### src/assert_macros.svh
// Concurrent assertion shorthands for the RTL.
`ifndef ASSERT_MACROS_SVH
`define ASSERT_MACROS_SVH

// Same-cycle implication, disabled while reset is high.
`define CRM_ASSERT_IMP(lbl, clk, rst, ante, cons, msg) \
   lbl: assert property (@(posedge clk) disable iff (rst) (ante) |-> (cons)) \
      else $error(msg);

// Next-cycle implication, disabled while reset is high.
`define CRM_ASSERT_NXT(lbl, clk, rst, ante, cons, msg) \
   lbl: assert property (@(posedge clk) disable iff (rst) (ante) |=> (cons)) \
      else $error(msg);

`endif

### src/crm_pkg.sv
`timescale 1ns / 1ps

package crm_pkg;

   // Request kinds on req_tuser
   localparam logic REQ_LOAD      = 1'b0;
   localparam logic REQ_TRANSLATE = 1'b1;

   localparam int FIELD_W = 32;
   localparam int STAGE_W = 3;
   localparam int SLOT_W  = 6;

   // Request tdata layout, lowest bit up
   localparam int STAGE_LSB   = 0;
   localparam int SLOT_LSB    = STAGE_LSB + STAGE_W;
   localparam int DEST_LSB    = SLOT_LSB + SLOT_W;
   localparam int SOURCE_LSB  = DEST_LSB + FIELD_W;
   localparam int SPAN_LSB    = SOURCE_LSB + FIELD_W;
   localparam int QUERY_LSB   = SPAN_LSB + FIELD_W;
   localparam int RESTART_LSB = QUERY_LSB + FIELD_W;
   localparam int REQ_USED_W  = RESTART_LSB + 1;
   localparam int REQ_TDATA_W = ((REQ_USED_W + 7) / 8) * 8;

   // Response tdata layout, lowest bit up
   localparam int MAPPED_LSB  = 0;
   localparam int MIN_LSB     = MAPPED_LSB + FIELD_W;
   localparam int RSP_TDATA_W = MIN_LSB + FIELD_W;

   // Queue between front and back
   localparam int Q_DEPTH = 2;
   localparam int Q_PTR_W = 1;
   localparam int Q_CNT_W = 2;

   typedef struct packed {
      logic               is_load;
      logic               in_range;
      logic [STAGE_W-1:0] stage;
      logic [SLOT_W-1:0]  slot;
      logic [FIELD_W-1:0] dest;
      logic [FIELD_W-1:0] source;
      logic [FIELD_W-1:0] span;
      logic [FIELD_W-1:0] query;
      logic               restart;
   } q_item_type;

   typedef struct packed {
      logic       valid;
      q_item_type item;
   } q_head_type;

   typedef struct packed {
      logic clearing;
      logic pop;
   } back_status_type;

endpackage

### src/crm_front.sv
`timescale 1ns / 1ps

module crm_front #(
   parameter int NUM_STAGES  = 7,
   parameter int MAX_ENTRIES = 64
) (
   input  logic                              clock,
   input  logic                              reset,
   input  logic                              req_tvalid,
   output logic                              req_tready,
   input  logic [crm_pkg::REQ_TDATA_W-1:0]   req_tdata,
   input  logic                              req_tuser,
   input  crm_pkg::back_status_type          status,
   output crm_pkg::q_head_type               head
);
   import crm_pkg::*;

   q_item_type               q_ff [Q_DEPTH];
   logic [Q_PTR_W-1:0]       wr_ptr_ff, wr_ptr_in;
   logic [Q_PTR_W-1:0]       rd_ptr_ff, rd_ptr_in;
   logic [Q_CNT_W-1:0]       count_ff, count_in;
   q_item_type               item;
   logic                     push;
   logic                     full;

   // Unpack and classify the incoming request
   always_comb begin
      item.is_load  = (req_tuser == REQ_LOAD);
      item.stage    = req_tdata[STAGE_LSB +: STAGE_W];
      item.slot     = req_tdata[SLOT_LSB +: SLOT_W];
      item.dest     = req_tdata[DEST_LSB +: FIELD_W];
      item.source   = req_tdata[SOURCE_LSB +: FIELD_W];
      item.span     = req_tdata[SPAN_LSB +: FIELD_W];
      item.query    = req_tdata[QUERY_LSB +: FIELD_W];
      item.restart  = req_tdata[RESTART_LSB];
      item.in_range = (int'(item.stage) < NUM_STAGES) && (int'(item.slot) < MAX_ENTRIES);
   end

   assign full       = (count_ff == Q_CNT_W'(Q_DEPTH));
   assign req_tready = !full && !status.clearing;
   assign push       = req_tvalid && req_tready;

   assign head.valid = (count_ff != '0);
   assign head.item  = q_ff[rd_ptr_ff];

   always_comb begin
      wr_ptr_in = wr_ptr_ff;
      rd_ptr_in = rd_ptr_ff;
      count_in  = count_ff;
      if (push) begin
         wr_ptr_in = wr_ptr_ff + Q_PTR_W'(1);
      end
      if (status.pop) begin
         rd_ptr_in = rd_ptr_ff + Q_PTR_W'(1);
      end
      case ({push, status.pop})
         2'b10:   count_in = count_ff + Q_CNT_W'(1);
         2'b01:   count_in = count_ff - Q_CNT_W'(1);
         default: count_in = count_ff;
      endcase
   end

   always_ff @(posedge clock) begin
      if (reset) begin
         wr_ptr_ff <= '0;
         rd_ptr_ff <= '0;
         count_ff  <= '0;
      end else begin
         wr_ptr_ff <= wr_ptr_in;
         rd_ptr_ff <= rd_ptr_in;
         count_ff  <= count_in;
      end
   end

   always_ff @(posedge clock) begin
      if (push) begin
         q_ff[wr_ptr_ff] <= item;
      end
   end

endmodule

### config.mk
export PLATFORM = sky130hd
export DESIGN_NAME = crm_front
export DESIGN_NICKNAME = d
export VERILOG_FILES = /design/src/assert_macros.svh /design/src/crm_pkg.sv /design/src/crm_front.sv
export SDC_FILE = /design/constraint.sdc
export NUM_CORES = 1
export LEC_CHECK = 0
export CAP_MARGIN = 20
export CORE_MARGIN = 2
export CORE_UTILIZATION = 35
export CTS_CLUSTER_DIAMETER = 100
export CTS_CLUSTER_SIZE = 40
export DETAILED_ROUTE_END_ITERATION = 8
export DONT_BUFFER_PORTS = 1
export GPL_TIMING_DRIVEN = 0
export PLACE_DENSITY = 0.52
export SKIP_CTS_REPAIR_TIMING = 1
export SLEW_MARGIN = 20
export SYNTH_ARGS = -nofsm -noshare
export SYNTH_HDL_FRONTEND = slang
export SYNTH_SLANG_ARGS = --single-unit
### constraint.sdc
create_clock -name clock -period 4.5 [get_ports clock]
set_input_delay 0.225 -clock clock [delete_from_list [all_inputs] [get_ports clock]]
set_output_delay 0.225 -clock clock [all_outputs]
set_load 0.005 [all_outputs]
# Yosys cells after proc, flatten, opt, wreduce, memory -nomap -nowiden
# Memory sizes are Yosys's and may differ from the RTL's. A register that Yosys moved wholly into a read port is not among the register bits.
# Index checks and enable logic that the tools add are counted.
# W data, S select, Z words.
[word_totals] word_cells=24 register_bits=4 memories=1 output_inout_bits=142 in_bits=150 ramBits=280
[classes] n_lt_le_gt_ge=1 n_addsub=4 n_mux=5 n_reduce_logical=6 n_eq_ne=3 n_bitwise=1
[memory_table] memory="q_ff" words=2 word_bits=140 read_ports=1 rd_clocked_by_memory_dff=1 write_ports=1 line_no="crm_front.sv:18" rtl="q_item_type q_ff [Q_DEPTH];"
[op_table] operator="$eq A2 B2 Y1 const B" count=2
[op_table] operator="$mux W1" count=4
[op_table] operator="$pmux W2 S2" count=1
[op_table] operator="$reduce_bool A2 Y1" count=2
[op_table] operator="$lt A3 B3 Y1 const B" count=1
[op_table] operator="$add A1 B1 Y1 const B" count=2
[op_table] operator="$add A2 B1 Y2 const B" count=1
[op_table] operator="$eq A2 B1 Y1 const B" count=1
[op_table] operator="$logic_and A1 B1 Y1" count=2
[op_table] operator="$logic_not A1 Y1" count=2
[op_table] operator="$sub A2 B1 Y2 const B" count=1
[op_table] operator="$not A1 Y1" count=1

# Longest topological paths before layout
# Gate-level depths: netlist of run 1.
[logic_depth] depth_word=6 depth_mapped=7 depth_no_buf=7

# Least setup slack after synthesis of run 1
# No wires, ideal clock.
[synth_path] path_type="register to register" start="register count_ff[0]" end="memory q_ff[1][0] (netlist bit), enable pin" t_arrival_ns=3.908 path_stages_with_launch=4 slack_ns=0.075 n_path_buf=0 setup_time_ns=0.517 period_less_slack_ns=4.425 required_time_ns=3.983 path_cell_list="dfxtp_1 -> nor2b_1 -> nor2_1 -> and3_1"
[synth_between] elab_chain_cells=6
[synth_lines] item="from (decl)" line_no="crm_front.sv:21" rtl="logic [Q_CNT_W-1:0] count_ff, count_in;"
[synth_lines] item="from (signal assigned)" line_no="crm_front.sv:71" rtl="count_ff <= count_in;"
[synth_lines] item="$eq A2 B2 Y1" line_no="crm_front.sv:39" rtl="assign full = (count_ff == Q_CNT_W'(Q_DEPTH));"
[synth_lines] item="$logic_not A1 Y1" line_no="crm_front.sv:40" rtl="assign req_tready = !full && !status.clearing;"
[synth_lines] item="$logic_and A1 B1 Y1" line_no="crm_front.sv:40"
[synth_lines] item="named net req_tready" line_no="crm_front.sv:10" rtl="output logic req_tready,"
[synth_lines] item="$logic_and A1 B1 Y1" line_no="crm_front.sv:41" rtl="assign push = req_tvalid && req_tready;"
[synth_lines] item="$mux W1" line_no="crm_front.sv:76" rtl="if (push) begin"
[synth_lines] item="$mux W1 (implied by the code)" line_no="crm_front.sv:77" rtl="q_ff[wr_ptr_ff] <= item;"
[synth_lines] item="to (decl)" line_no="crm_front.sv:18"
# The timed path passes the listed nets, and every way through them passes these cells.

# Worst setup path after layout of run 1
[layout_path] start="register count_ff[0]" end="memory q_ff[0][99] (netlist bit), enable pin"
[layout_between] elab_chain_cells=6
[layout_lines] item="$eq A2 B2 Y1" line_no="crm_front.sv:39"
[layout_lines] item="$logic_not A1 Y1" line_no="crm_front.sv:40"
[layout_lines] item="$logic_and A1 B1 Y1" line_no="crm_front.sv:40"
[layout_lines] item="$logic_and A1 B1 Y1" line_no="crm_front.sv:41"
[layout_lines] item="$mux W1" line_no="crm_front.sv:76"
[layout_lines] item="$mux W1 (implied by the code)" line_no="crm_front.sv:77"
# Every way passes these cells.

==> summary.txt, run 1 <==
Status = complete, no violations
Relative slew slack = 0.682
Area growth, synth to finish = 22.4%
Die ar. = 32100 um^2
Initial antenna violation count = 4
Synth top area cells = edfxtp_1, mux2_4, mux2_2
CP arrival = 2.31 ns
Fraction of the mapped netlist area in simple logic gates = 0.00571
Final WS setup = 2.34 ns
Routed Antenna Nets = 0
YS warnings = 0
Worst Path Max Fanout = 79
Grt ovf = 0
Routed len/inst = 19.5 um
IR drop worst, VDD = 319 uV
Mapped Avg Cell Area = 23.2 um^2
Worst hold endpoint = wr_ptr_ff
CP peak stage delay = 0.47 ns
1st-iter DRT viols = 229
Synth top cells by count = edfxtp_1, mux2_4, mux2_2
DRT Pass-1 Iters = 6
Synth area leader = edfxtp_1
Worst Skew = 0.0452 ns
Vias in the first global route = 4323
Clock Tree Root = clkbuf_16
Chip width = 179 um
CTS tree = yes
Clk sinks = 285
Synth Area in Adders = 0.00117
Fmax = 462 MHz
Hold path cells = 3
Num CTS Buffers = 12
Static Leak = 0.00447 uW
Post-route clock period utilization = 0.481
GRT Util Overall = 0.111
R2R depth = 4
Largest family of logic cells by synthesized area = multiplexers
CP max-delay cell = or3_1
Pre-CTS setup slack = 2.33 ns
I/O pin cnt = 292
Hold_sp = req_tvalid
Crit. End Element = flop
RR Endpoint = q_ff[0][99]
FILL cells = 2657
Input/output buffers = 0
Hold Path Class = input pin to flop
CTS H-Tree Depth = 1
Synthesized cell area = 10700 um^2
Clock-pin slew on the worst setup and hold paths = 0.11 ns
Via/cell ratio = 4.59
HPWL after detailed placement = 13.5 mm
Final setup vio count = 0
PwrDens = 379 nW/um^2
Largest net degree at the start of global routing = 80
Std-Cell Rows = 64
Layout cells sized above 1 = 0.290
Synth Area in XOR/XNOR = 0.00245
Initial Util = 0.353
Nets = 773
Post-synthesis mux area share = 0.182
Reg2reg start = count_ff[0]
Max-cap violations = 0
Synth top area share = 0.783
CP required = 4.64 ns
Tightest Pin Transition = 0.476 ns
Routed WL = 20.0 mm
Worst setup SP type = flop
Routed vias = 4710
Final Max Slew Viols = 0
Ys flop type = edfxtp_1
Post-Syn Instances = 463
Most frequent cell after synthesis = edfxtp_1
Die height = 179 um
Non-filler instance count after layout = 1026
Core Box Area = 30400 um^2
Maximum buffer depth of the clock tree = 3
Sequential fraction of the synthesis area = 0.792
Core Util, Final = 0.432
Async set-reset flop share out of synthesis = 0
Final-report hold violation count = 0
Placed Cells = 863
Number of synthesized flops with an enable pin = 280
Post-synthesis compound-gate area fraction = 0.00186
First-pass GRT wire length = 26.6 mm
Post-synthesis cell type count = 20
RSZ-0062 raised after global routing = false
GP Congestion = 0.692
CP Cell Sequence = nor2b_1, or3_1, inv_8, buf_16
Flop2flop setup slack = 2.34 ns
Post-Syn Nets = 614
Clock Latency Late Sink = 0.51 ns
Residual DRC = 0
Crit path from = count_ff[0]
#FFs+latches synth = 285
Final min period = 2.16 ns
Kind of critical path = flop to flop
[power breakdown]
part           internal [uW]  switching, uW  total [uW]
Sequential              3040           28.1        3070
Combinational            303            264         567
Clock                    555            786        1340
Total                   3900           1080        4980
[metrics by stage]
stage               TNS, ns  hold slack [ns]  power [uW]  instance area [um^2]
floorplan                 0            0.294        3500                 10700
global placement    -392.37            0.298        3600                 11200
detailed placement        0            0.301        3600                 11300
CTS                       0           -0.235        4940                 11700
global route              0           0.0434        5170                 13100
finish                    0           0.0366        4980                 13100
[worst max-delay path by stage]
stage              endpoint  slack [ns]  cells after the start
6_report        q_ff[0][99]        2.34                      4
5_1_grt         q_ff[1][15]        2.20                      5
4_1_cts        q_ff[0][135]        2.33                      4
3_5_place_dp    q_ff[1][57]        2.33                      5
3_3_place_gp    q_ff[1][57]       -1.78                      3
2_1_floorplan    q_ff[1][0]        0.07                      3
[layout by cell type, fill, tap and decap left out]
cell           netlist  final
edfxtp_1           280    280
dlygate4sd3_1        0    141
mux2_4             100    100
mux2_2              40     40
clkbuf_16            0     13
buf_6               11     11
buf_2                5      5
dfxtp_1              5      5
nor2_1               4      4
diode_2              0      3
or3_1                2      2
xnor2_1              2      2
o21ai_0              2      2
a21oi_1              2      2
clkinv_4             0      2
inv_6                0      2
buf_16               0      2
buf_12               0      2
nor2b_1              1      1
or2_2                1      1
nand3_1              1      1
and3_4               0      1
nand2_1              1      1
inv_1                2      1
nand2b_1             1      1
inv_8                0      1
xor2_1               1      1
ha_1                 1      1
inv_16               0      1
clkinv_2             0      1
[per-layer routing]
| layer | vias to the layer above | global-route usage | share of wire |
|---|---|---|---|
| met5 | - | 0 | 0.00060 |
| met1 | 2348 | 0.117 | 0.38 |
| met3 | 21 | 0.0581 | 0.087 |
| li1 | 2144 | - | - |
| met4 | 2 | 0.0299 | 0.024 |
| met2 | 195 | 0.194 | 0.50 |
[registers in the layout, summed over array words and instances, names as in the netlist, named ones only]
signal / flops
rd_ptr_ff: 1
q_ff: 280
wr_ptr_ff: 1
count_ff: 2
[layout make-up]
class                   instances  area, um^2  area share
flip-flops and latches        285        8510       0.647
multi-input cells             160        2080       0.158
well taps                     396         495      0.0377
clock buffers                  13         325      0.0248
repair buffers                145        1510       0.115
clock inverters                 6        60.1     0.00457
plain buffers                  16         149      0.0113
inverters                       2        15.0     0.00114
diodes                          3        7.51    0.000571
[logic make-up (layout without fill, tap and decap cells)]
family	count (synthesis)	after routing
flip-flops	285	285
multiplexers	140	140
buffers and inverters	18	182
AND/OR/NAND/NOR	12	12
AO/OA/AOI/OAI	4	4
XOR/XNOR	3	3
adder cells (fa/ha/maj)	1	1
other	0	3
[worst max-delay path: cells and delay by family, from the launching register on]
family | cells | cell delay, ns
buf+inv | 2 | 0.77
flops | 1 | 0.43
simple gates | 2 | 0.57
Power figures use the tool's default switching activity.
==> inputs of run 2 (changes only) <==
--- a/config.mk
+++ b/config.mk
@@ -13,7 +13,7 @@
 export DETAILED_ROUTE_END_ITERATION = 8
 export DONT_BUFFER_PORTS = 1
 export GPL_TIMING_DRIVEN = 0
-export PLACE_DENSITY = 0.52
+export PLACE_DENSITY = 0.5
 export SKIP_CTS_REPAIR_TIMING = 1
 export SLEW_MARGIN = 20
 export SYNTH_ARGS = -nofsm -noshare
==> constraint.sdc (replaced) <==
create_clock -name clock -period 2.2 [get_ports clock]
set_input_delay 0.11 -clock clock [delete_from_list [all_inputs] [get_ports clock]]
set_output_delay 0.11 -clock clock [all_outputs]
set_load 0.005 [all_outputs]
==> run 2 against run 1 <==
Largest cell class unchanged; critical endpoint is now q_ff[1][110]; critical path depth up 1; maximum frequency up 6.0%; first-iteration DRC count down 17%; routed wire length is 0.52% lower; worst hold slack worse by 0.0094 ns; utilization hardly changed; global-route usage decreased by 0.25 points; sequential share of layout area about the same; register-to-register slack worse by 2.2 ns; clock skew shrank 0.029 ns.
==> summary.txt, run 2 (synthesis results as in run 1) <==
Largest net degree at the start of global routing = 49
Sequential share of power = 0.633
Fmax = 490 MHz
RR Endpoint = q_ff[1][110]
I/O pin cnt = 292
Net Sw Power = 2100 uW
Worst setup path end = q_ff[1][110]
First-pass GRT wire length = 26.3 mm
Grt ovf = 0
Total power = 9930 uW
Comb pwr share = 0.120
Maximum buffer depth of the clock tree = 3
Worst setup SP type = flop
CP required = 2.39 ns
Clock share of power = 0.247
Routed Antenna Nets = 0
Most common cell after layout, fill and taps aside = edfxtp_1
Final-report hold violation count = 0
Met2 Routed Length = 9.97 mm
Net Sw Frac = 0.212
CP peak stage delay = 0.43 ns
Crit. End Element = flop
Nets = 777
Flop2flop setup slack = 0.16 ns
CP max-delay cell = and3_4
Clk sinks = 285
CTS H-Tree Depth = 1
Input/output buffers = 0
Routed vias = 4702
Kind of critical path = flop to flop
Non-filler instance count after layout = 1024
Initial antenna violation count = 0
Vias in the first global route = 4335
Largest regs = q_ff (280), count_ff (2)
Die height = 179 um
DR top layer = met4
Via/cell ratio = 4.59
Biggest register = q_ff
Worst Skew = 0.0157 ns
WP depth = 5
Core Box Area = 30400 um^2
Routed len/inst = 19.4 um
M1 WL = 7.67 mm
Hold path cells = 4
IR drop worst, VDD = 662 uV
Final min period = 2.04 ns
Internal power = 7830 uW
Area growth, synth to finish = 22.5%
Std-Cell Rows = 64
Relative slew slack = 0.483
R2R depth = 5
Max reg flops = 280
Die ar. = 32100 um^2
CP arrival = 2.23 ns
Clock-pin slew on the worst setup and hold paths = 0.12 ns
Final Max Slew Viols = 0
Status = complete, no violations
Seq. cell area = 8510 um^2
Antenna diode count = 0
Critical path buffer and inverter count = 2
Most frequent cells in the layout = edfxtp_1, dlygate4sd3_1, mux2_4
Multi-input logic area = 2090 um^2
Met3 wire len = 1.86 mm
Num CTS Buffers = 11
Routed WL = 19.9 mm
Worst Path Max Fanout = 48
Reg2reg start = count_ff[1]
1st-iter DRT viols = 189
Clock Tree Root = clkbuf_16
Static Leak = 0.00446 uW
Max-cap violations = 0
RSZ-0062 raised after global routing = false
CTS tree = yes
Post-route clock period utilization = 0.928
Initial Util = 0.353
Crit path from = count_ff[1]
Layout cells sized above 1 = 0.295
Placed Cells = 866
HPWL after detailed placement = 13.7 mm
FILL cells = 2674
CP delay by family, top = simple AND/OR/NAND/NOR gates
Final setup vio count = 0
Hold Path Class = input pin to flop
Residual DRC = 0
GP Congestion = 0.687
Fin Setup TNS = 0 ns
DRT Pass-1 Iters = 4
Tightest Pin Transition = 0.771 ns
PwrDens = 755 nW/um^2
Chip width = 179 um
CP Cell Sequence = nor2b_4, nor2_1, and3_4, buf_16, buf_12
Clock Latency Late Sink = 0.49 ns
GRT Util Overall = 0.109
==> run 2: worst min-delay path by stage <==
stage	slack [ns]	end	from
3_5_place_dp	0.18	count_ff[0]	reset
4_1_cts	-0.36	count_ff[0]	reset
2_1_floorplan	0.17	count_ff[1]	reset
6_report	0.03	count_ff[0]	req_tvalid
5_1_grt	0.04	q_ff[1][138]	req_tvalid
3_3_place_gp	0.18	count_ff[0]	reset
==> run 2: power groups by stage <==
stage	combinational [uW]	clock, uW	sequential [uW]
3_5_place_dp	967	0	6420
5_1_grt	1290	2730	6310
6_report	1190	2450	6290
3_3_place_gp	916	0	6430
2_1_floorplan	732	0	6410
4_1_cts	969	2590	6290
==> run 2: worst min-delay path, cell delays in order <==
cell and delay, ns:
nand2_1 0.05, ha_1 0.17, xor2_1 0.08, nor2_1 0.07
==> run 2: per-stage QoR <==
stage | util | setup slack (ns) | hold WS, ns | cell area, um^2
detailed placement | 0.375 | 0.0597 | 0.182 | 11400
global route | 0.432 | 0.0189 | 0.0373 | 13100
finish | 0.432 | 0.158 | 0.0271 | 13100
global placement | 0.370 | -2.01 | 0.178 | 11300
floorplan | - | -0.832 | 0.172 | 10800
CTS | 0.385 | 0.0382 | -0.360 | 11700
==> run 2: per-layer routing <==
layer	vias to the layer above	GRT usage
met5	-	0
met4	0	0.0269
met3	17	0.0615
met2	184	0.189
met1	2361	0.113
li1	2140	-
==> run 2: area by class of cell <==
type / instances / area share
Clock inverter: 3 / 0.00247
Multi-Input combinational cell: 160 / 0.159
Timing Repair inverter: 1 / 0.000381
Inverter: 2 / 0.000856
Sequential cell: 285 / 0.647
Buffer: 16 / 0.0113
Tap cell: 396 / 0.0377
Timing Repair Buffer: 149 / 0.120
Clock buffer: 12 / 0.0212
==> inputs of run 3 (changes only) <==
==> constraint.sdc (replaced) <==
create_clock -name clock -period 2.2 [get_ports clock]
set_input_delay 0.11 -clock clock [delete_from_list [all_inputs] [get_ports clock]]
set_output_delay 0.11 -clock clock [all_outputs]
set_load 0.01 [all_outputs]
==> run 3 against run 2 <==
The run now ends with hold timing left; combinational power grew 10%; non-clock buffer count is the same; total power grew 2.5%; sequential share of layout area shrank 0.37 points; register-to-register slack lost 0.04 ns; clock power grew 5%; first-iteration DRC count grew 16%; count of clock-buffer cells in the layout grew 1; clock skew shrank 0.0033 ns; maximum frequency shrank 2.0%; sequential power is essentially flat; cell count grew 0.29%; critical path type unchanged.
==> summary.txt, run 3 (synthesis results as in run 1) <==
Status = complete, but fails checks
Failing checks = hold timing
Clock Latency Late Sink = 0.49 ns
Total power = 10200 uW
Input/output buffers = 0
Hold slack = -0.0237 ns
1st-iter DRT viols = 219
Std-Cell Rows = 64
Clock share of power = 0.254
Max reg flops = 280
IR drop worst, VDD = 663 uV
Tightest Pin Transition = 0.520 ns
CTS tree = yes
CP required = 2.40 ns
Relative slew slack = 0.651
GRT Util Overall = 0.109
Num CTS Buffers = 11
First-pass GRT wire length = 26.4 mm
Most frequent cells in the layout = edfxtp_1, dlygate4sd3_1, mux2_4
CP arrival = 2.28 ns
Hold Path Class = input pin to flop
Pre-CTS setup slack = -0.0231 ns
Core Box Area = 30400 um^2
Initial antenna violation count = 0
Final setup vio count = 0
Internal power = 7980 uW
Hold path cells = 3
Maximum buffer depth of the clock tree = 3
Routed WL = 19.8 mm
RSZ-0062 raised after global routing = false
Sequential share of power = 0.617
Clock Tree Root = clkbuf_16
Worst Path Max Fanout = 33
Largest net degree at the start of global routing = 53
Reg2reg start = count_ff[1]
Via/cell ratio = 4.57
Routed len/inst = 19.3 um
Final instance area = 13200 um^2
Largest regs = q_ff (280), count_ff (2)
Layout cells sized above 1 = 0.296
Net Sw Power = 2200 uW
Initial Util = 0.353
Worst setup SP type = flop
Comb pwr share = 0.129
Residual DRC = 0
Max-cap violations = 0
Flop2flop setup slack = 0.12 ns
RR Endpoint = q_ff[0][84]
Clock-pin slew on the worst setup and hold paths = 0.13 ns
Biggest register = q_ff
DRT Pass-1 Iters = 4
Hold_sp = status[1]
Kind of critical path = flop to flop
Dpl cell area = 11400 um^2
HPWL after detailed placement = 13.6 mm
Worst hold endpoint = wr_ptr_ff
I/O pin cnt = 292
Final Max Slew Viols = 0
Grt ovf = 0
Final min period = 2.08 ns
GP Congestion = 0.719
PwrDens = 770 nW/um^2
Area growth, synth to finish = 23.2%
Crit. End Element = flop
Nets = 778
Worst Skew = 0.0124 ns
Vias in the first global route = 4291
CTS H-Tree Depth = 1
Die height = 179 um
Routed Antenna Nets = 0
Die ar. = 32100 um^2
Final-report hold violation count = 1
Antenna diode count = 0
Fmax = 480 MHz
Most common cell after layout, fill and taps aside = edfxtp_1
Final WS setup = 0.116 ns
Fin Setup TNS = 0 ns
Static Leak = 0.00450 uW
Routed vias = 4694
Net Sw Frac = 0.216
Chip width = 179 um
Clk sinks = 285
R2R depth = 6
Post-route clock period utilization = 0.947
## run 3: cell types whose count changed in the layout (fill, tap and decap cells not counted), sizes merged
cell      change
clkinv        +1
and3          +1
clkbuf        +1
bufinv        +1
clkinvlp      -1
## run 3: stage by stage
stage | instances | utilization
global route | 1027 | 0.435
CTS | 883 | 0.387
detailed placement | 866 | 0.376
floorplan | 463 | -
global placement | 859 | 0.370
finish | 1027 | 0.435
## run 3: worst max path at each step
stage	endpoint	slack (ns)	from	cells after the start
floorplan	q_ff[0][0]	-0.83	count_ff[1]	3
global placement	q_ff[0][107]	-2.05	count_ff[1]	3
detailed placement	q_ff[0][107]	-0.02	count_ff[1]	6
CTS	q_ff[0][79]	-0.05	count_ff[1]	6
global route	q_ff[0][84]	0.01	count_ff[1]	6
finish	q_ff[0][84]	0.12	count_ff[1]	6
## run 3: power by group through the flow
| stage | Clock (uW) | Sequential (uW) | Combinational (uW) |
|---|---|---|---|
| floorplan | 0 | 6410 | 840 |
| CTS | 2730 | 6290 | 1090 |
| global placement | 0 | 6430 | 1020 |
| detailed placement | 0 | 6420 | 1080 |
| finish | 2580 | 6290 | 1310 |
| global route | 2890 | 6310 | 1410 |
## run 3: layout make-up
class / count / area [um^2]
clock inverters: 4 / 66.3
multi-input cells: 161 / 2100
plain buffers: 16 / 149
fillers: 2685 / 17200
repair buffers: 149 / 1610
repair inverters: 1 / 5.00
clock buffers: 13 / 283
well taps: 396 / 495
flip-flops and latches: 285 / 8510
inverters: 2 / 11.3
## run 3: worst max-delay path, stage by stage (launching register included)
cell,delay [ns]
dfxtp_2,0.35
nor2b_4,0.12
or3_4,0.36
clkinvlp_4,0.30
buf_16,0.22
buf_16,0.19
buf_16,0.22
## run 3: routing by layer
layer / vias to the layer above / track usage / share of wire
met4: 0 / 0.0259 / 0.019
met2: 189 / 0.189 / 0.51
met5: - / 0 / 0
li1: 2143 / - / -
met1: 2347 / 0.113 / 0.38
met3: 15 / 0.0621 / 0.096
